==> src/hdl/ssnf_pkg.sv <==
// Shared constants, types and segment lookup for the seven-segment frame unit.
package ssnf_pkg;

    localparam int NUM_DIGITS = 8;
    localparam int DIG_W = (NUM_DIGITS > 1) ? $clog2(NUM_DIGITS) : 1;
    localparam int CNT_W = $clog2(NUM_DIGITS + 1);
    localparam int IDX_W = 5;
    localparam int VAL_W = 32;

    localparam logic [IDX_W-1:0] CLEAR_LAST_IDX = IDX_W'(18);
    localparam logic [IDX_W-1:0] SHOW_LAST_IDX = IDX_W'(2 * NUM_DIGITS);

    localparam logic CMD_CLEAR = 1'b0;
    localparam logic CMD_SHOW = 1'b1;

    localparam logic [7:0] BYTE_AUTO_INC = 8'h40;
    localparam logic [7:0] BYTE_ADDR0 = 8'hc0;
    localparam logic [7:0] BYTE_DISP_ON = 8'h88;
    localparam logic [7:0] BYTE_ZERO = 8'h00;

    localparam logic [63:0] RECIP10 = 64'h0000_0000_cccc_cccd;
    localparam int RECIP10_SHIFT = 35;

    typedef struct packed {
        logic load;
        logic step;
        logic emit;
    } ssnf_cmd_t;

    typedef struct packed {
        logic conv_done;
        logic is_clear;
        logic emit_last;
        logic out_free;
    } ssnf_stat_t;

    function automatic logic [7:0] seg_code(input logic [3:0] d);
        logic [7:0] s;
        case (d)
            4'd0: s = 8'h3f;
            4'd1: s = 8'h06;
            4'd2: s = 8'h5b;
            4'd3: s = 8'h4f;
            4'd4: s = 8'h66;
            4'd5: s = 8'h6d;
            4'd6: s = 8'h7d;
            4'd7: s = 8'h07;
            4'd8: s = 8'h7f;
            4'd9: s = 8'h6f;
            default: s = 8'h00;
        endcase
        return s;
    endfunction

endpackage

==> src/hdl/ssnf_ctrl.sv <==
// Sequencing state machine: accept, digit conversion, byte emission.
module ssnf_ctrl
    import ssnf_pkg::*;
(
    input  logic       aclk,
    input  logic       aresetn,
    input  logic       s_tvalid,
    output logic       s_tready,
    input  ssnf_stat_t stat,
    output ssnf_cmd_t  cmd
);

    typedef enum logic [1:0] {
        ST_IDLE,
        ST_CONV,
        ST_EMIT
    } state_t;

    state_t state_reg, state_next;

    always_comb begin
        state_next = state_reg;
        cmd = '0;
        case (state_reg)
            ST_IDLE: begin
                if (s_tvalid) begin
                    cmd.load = 1'b1;
                    state_next = ST_CONV;
                end
            end
            ST_CONV: begin
                if (stat.is_clear || stat.conv_done) begin
                    state_next = ST_EMIT;
                end else begin
                    cmd.step = 1'b1;
                end
            end
            ST_EMIT: begin
                if (stat.out_free) begin
                    cmd.emit = 1'b1;
                    if (stat.emit_last) begin
                        state_next = ST_IDLE;
                    end
                end
            end
            default: state_next = ST_IDLE;
        endcase
    end

    assign s_tready = (state_reg == ST_IDLE);

    always_ff @(posedge aclk) begin
        if (!aresetn) begin
            state_reg <= ST_IDLE;
        end else begin
            state_reg <= state_next;
        end
    end

endmodule

==> config.mk <==
export PLATFORM = sky130hd
export DESIGN_NAME = ssnf_ctrl
export DESIGN_NICKNAME = d
export VERILOG_FILES = /design/src/hdl/ssnf_pkg.sv /design/src/hdl/ssnf_ctrl.sv
export SDC_FILE = /design/constraint.sdc
export NUM_CORES = 1
export LEC_CHECK = 0
export ABC_AREA = 0
export BUFFER_PORTS_ARGS = -buffer_cell sky130_fd_sc_hd__buf_2
export CORE_AREA = 2 2 39 41
export CTS_CLUSTER_SIZE = 14
export DETAILED_ROUTE_END_ITERATION = 10
export DIE_AREA = 0 0 41 43
export GPL_TIMING_DRIVEN = 0
export PLACE_DENSITY = 0.3
export SLEW_MARGIN = 20
export SYNTH_ARGS = -nofsm -noshare
export SYNTH_HDL_FRONTEND = slang
export SYNTH_SLANG_ARGS = --single-unit
==> constraint.sdc <==
create_clock -name aclk -period 1.45 [get_ports aclk]
set_clock_uncertainty 0.05 [all_clocks]
set_input_delay 0.2175 -clock aclk [delete_from_list [all_inputs] [get_ports aclk]]
set_output_delay 0.2175 -clock aclk [all_outputs]
set_load 0.01 [all_outputs]
Word-level counts from Yosys, hierarchy flattened
Cells that the tools add are included. Widths: inputs -> output; s select.

Equality and inequality tests: 6. Reductions and logical operators: 3. Muxes and demuxes: 11.

Operator list (number): $mux 2 (4); $ne 2x2->1 const B (4); $mux 1 (6); $pmux 2 s3 (1); $reduce_and 4->1 (1); $eq 2x1->1 const B (1); $eq 2x2->1 const B (1); $logic_not 2->1 (1); $logic_or 1x1->1 (1).

Output and inout port bits: 4. Input bits: 7. Register bits: 2.

Depth between registers and ports, before layout
Depth after elaboration: 3. Depth in mapped cells: 3.

Least setup slack after synthesis
OpenSTA, ideal clock, no wires.

Kind: flip-flop to output port. From: register state_reg[1]. To: output cmd[1] (netlist name). Setup slack: 366 ps. Stages on the path, launching flop included: 2. Arrival time: 817 ps. Buffers on the path: 0. Data required time: 1183 ps. Cell sequence: dfxtp_1 -> nor4b_1.

RTL lines: from (decl) (RTL line ssnf_ctrl.sv:19) `state_t state_reg, state_next;`; from (signal assigned) (RTL line ssnf_ctrl.sv:56) `state_reg <= state_next;`; to (decl) (RTL line ssnf_ctrl.sv:10) `output ssnf_cmd_t cmd`.

==> impl_results.md <==
* RR Startpoint: state_reg[0]$_SDFFE_PN0P_
* Clk buf depth at 2
* Reg2reg end: state_reg[1]$_SDFFE_PN0P_
* Placed cells at 39
* Total vias in the final route at between 100 and 150
* PwrDens at 1050 nW/um^2
* Pins over their slew limit at 0
* Slew @ Worst Pin at 202 ps
* Worst reg2reg path depth at 2
* Worst-path clk slew at 30 ps
* Place WS at 276 ps
* Distinct cells, synth at 11
* Post-synthesis register bit count at 2
* Top Family by Delay on Critical Path: flip-flops
* Antenna fix cells at 0
* Area contributors post-synth: dfxtp_1 (35%), and3b_2 (8.7%), mux2i_1 (8.7%)
* F_max at 773 MHz
* Multiplexer share of the synthesized area at 8.70%
* Hold Path Cell Cnt at 2
* Simple-Gate Fraction of Synth Area at 45.7%
* Initial DRC Count at 0
* WP buf/inv at 1
* Fin cells at 42
* Congestion Overflow GR at 0
* Clock latency on the worst-skew pair at 220 ps
* Post-synth top area share at between 30% and 40%
* Pre-antenna DRT Iters at 1
* CP max-delay cell: dfxtp_1
* CP max stage delay at 350 ps
* Yosys warning count at 0
* Area leader, netlist: dfxtp_1
* Worst Path Arrival at 1030 ps
* P&R area growth vs syn at 85.9%
* Total Wirelength at 350 microns
* Core Area at 1380 sq um
* Antenna violations before repair at 0
* Postcts setup bufs at 0
* Crit end category: output pin
* Residual DRC at 0
* Sequential area share after synthesis at about a third
* Die area at 1760 sq um
* Leakage at 0.0983 nW
* Share of cells above drive strength 1 at 57.7%
* RSZ-0062 raised after global routing: false
* Avg WL per Cell at 8.33 microns
* Root Buffer: clkbuf_4
* First-pass GRT wire length at 427 microns
* Top Ports at 11
* Number of global-route vias before repair at approximately 120
* Die height at 43 microns
* Crit Path Category: reg -> out
* Total track usage at 4.31%
* Max cap viols at 0
* IO Port Bufs at 10
* Mapped Area at 115 sq um
* Hold/Removal Path Class: in -> reg
* Antenna viol nets, final at 0
* Final net count at 35
* Die width at roughly 40 microns
* CTS tree: done
* Min-delay src: aresetn
* Final Cell Area at 214 sq um
* Xor and xnor area share after synthesis at 0%
* CTS H-Tree Depth at 1
* Final Hold Viols at 0
* Post-DP HPWL at 276 microns
* Setup ws final at 156 ps
* Complex-gate fraction of the synthesized area at a little over a tenth
* Most frequent cells in the layout: buf_2 (10), clkbuf_4 (3), nor2_1 (2), dfxtp_1 (2)
* Critical Path RT at 1180 ps
* Hold Path End: state_reg[1]$_SDFFE_PN0P_
* Setup violators final at 0
* Worst-path cell chain: nor4b_2, buf_2
* Synthesized area per cell at 8.85 sq um
* Critical Path Fanout Max at 6
* Worst vdd ir at between 0.0003 and 0.0004 V
* Number of CTS-inserted buffers at 3
* Vias/cell at 3.36
* Setup TNS at 0 ps
* CP startpoint kind: register
* Syn_nets at 20
* Tcrit/Tclk final at 89.2%
* Largest family of logic cells by synthesized area: simple AND/OR/NAND/NOR gates
* Largest net degree at the start of global routing at 7
* Row count at 14
* Most common cell after layout, fill and taps aside: buf_2
* Status: completed
* Placed instance area at around 190 sq um
* Max reg flops at 2
* Adder-Cell Fraction of Synth Area at 0%
* Flop2flop setup slack at approximately 440 ps
* # clock sinks at 2
* Relative slew margins at approximately 86%
* Tmin final at 1290 ps
* Syn Inst Count at 13
* RePlAce Congestion at approximately 0.56
* Initial Util at 8.32%
[stage by stage]
| step | util (%) | power (mW) | hold WS, ps |
|---|---|---|---|
| 6_report | 15.5 | 0.225 | 206 |
| 5_1_grt | 15.5 | 0.241 | 215 |
| 4_1_cts | 15.0 | 0.236 | 207 |
| 3_5_place_dp | 13.4 | 0.103 | 447 |
| 3_3_place_gp | 13.4 | 0.101 | 433 |
| 2_1_floorplan | - | 0.0831 | 321 |
[cell usage after synthesis]
library cell / count
a21boi_1: 1
a21oi_1: 1
and2_1: 1
nor2_1: 2
nand2_1: 1
nor3b_1: 1
and3b_2: 1
mux2i_1: 1
nor4b_1: 1
dfxtp_1: 2
or3b_1: 1
[logic make-up (layout without fill, tap and decap cells)]
logic type / after synthesis / count (layout)
buf+inv: 0 / 13
flops: 2 / 2
compound gates: 2 / 2
mux: 1 / 1
simple gates: 8 / 8
[worst reg2reg max path: cells and delay by family (launching register included)]
kind	cells	cell delay, ps
AOI/OAI and AO/OA	1	130
DFF	1	390
and+or+nand+nor	1	370
[final cells by class]
type	instances	area, sq um
repair buffers	10	50.0
multi-input cells	11	81.3
fillers	155	1170
well taps	16	20.0
clock buffers	3	22.5
flip-flops and latches	2	40.0
[layer usage]
metal	track usage, %	vias to the layer above	routed length, microns
met5	0	-	0
met4	8.00	0	0
met3	1.57	0	74
met2	5.00	11	126
met1	3.83	57	148
li1	-	73	-
[where the power goes]
part           switching, mW  internal [mW]
sequential           0.00570         0.0595
combinational         0.0165         0.0210
clock                 0.0309         0.0912
[worst max path at each step]
stage	from	cells after the start	end	slack [ps]
after global routing	state_reg[0]$_SDFFE_PN0P_	2	cmd[1]	70
after CTS	state_reg[1]$_SDFFE_PN0P_	2	cmd[1]	30
after floorplan	state_reg[1]$_SDFFE_PN0P_	1	cmd[1]	370
after global placement	state_reg[0]$_SDFFE_PN0P_	2	cmd[1]	380
after detailed placement	state_reg[1]$_SDFFE_PN0P_	2	cmd[1]	280
final	state_reg[1]$_SDFFE_PN0P_	2	cmd[1]	160
[timing repair]
item	in CTS	in global routing
gates resized for setup	0	1
hold buffers	0	0
hold endpoints to repair	0	0
setup endpoints to repair	0	1
No activity file was read; power rests on OpenSTA's default activity.
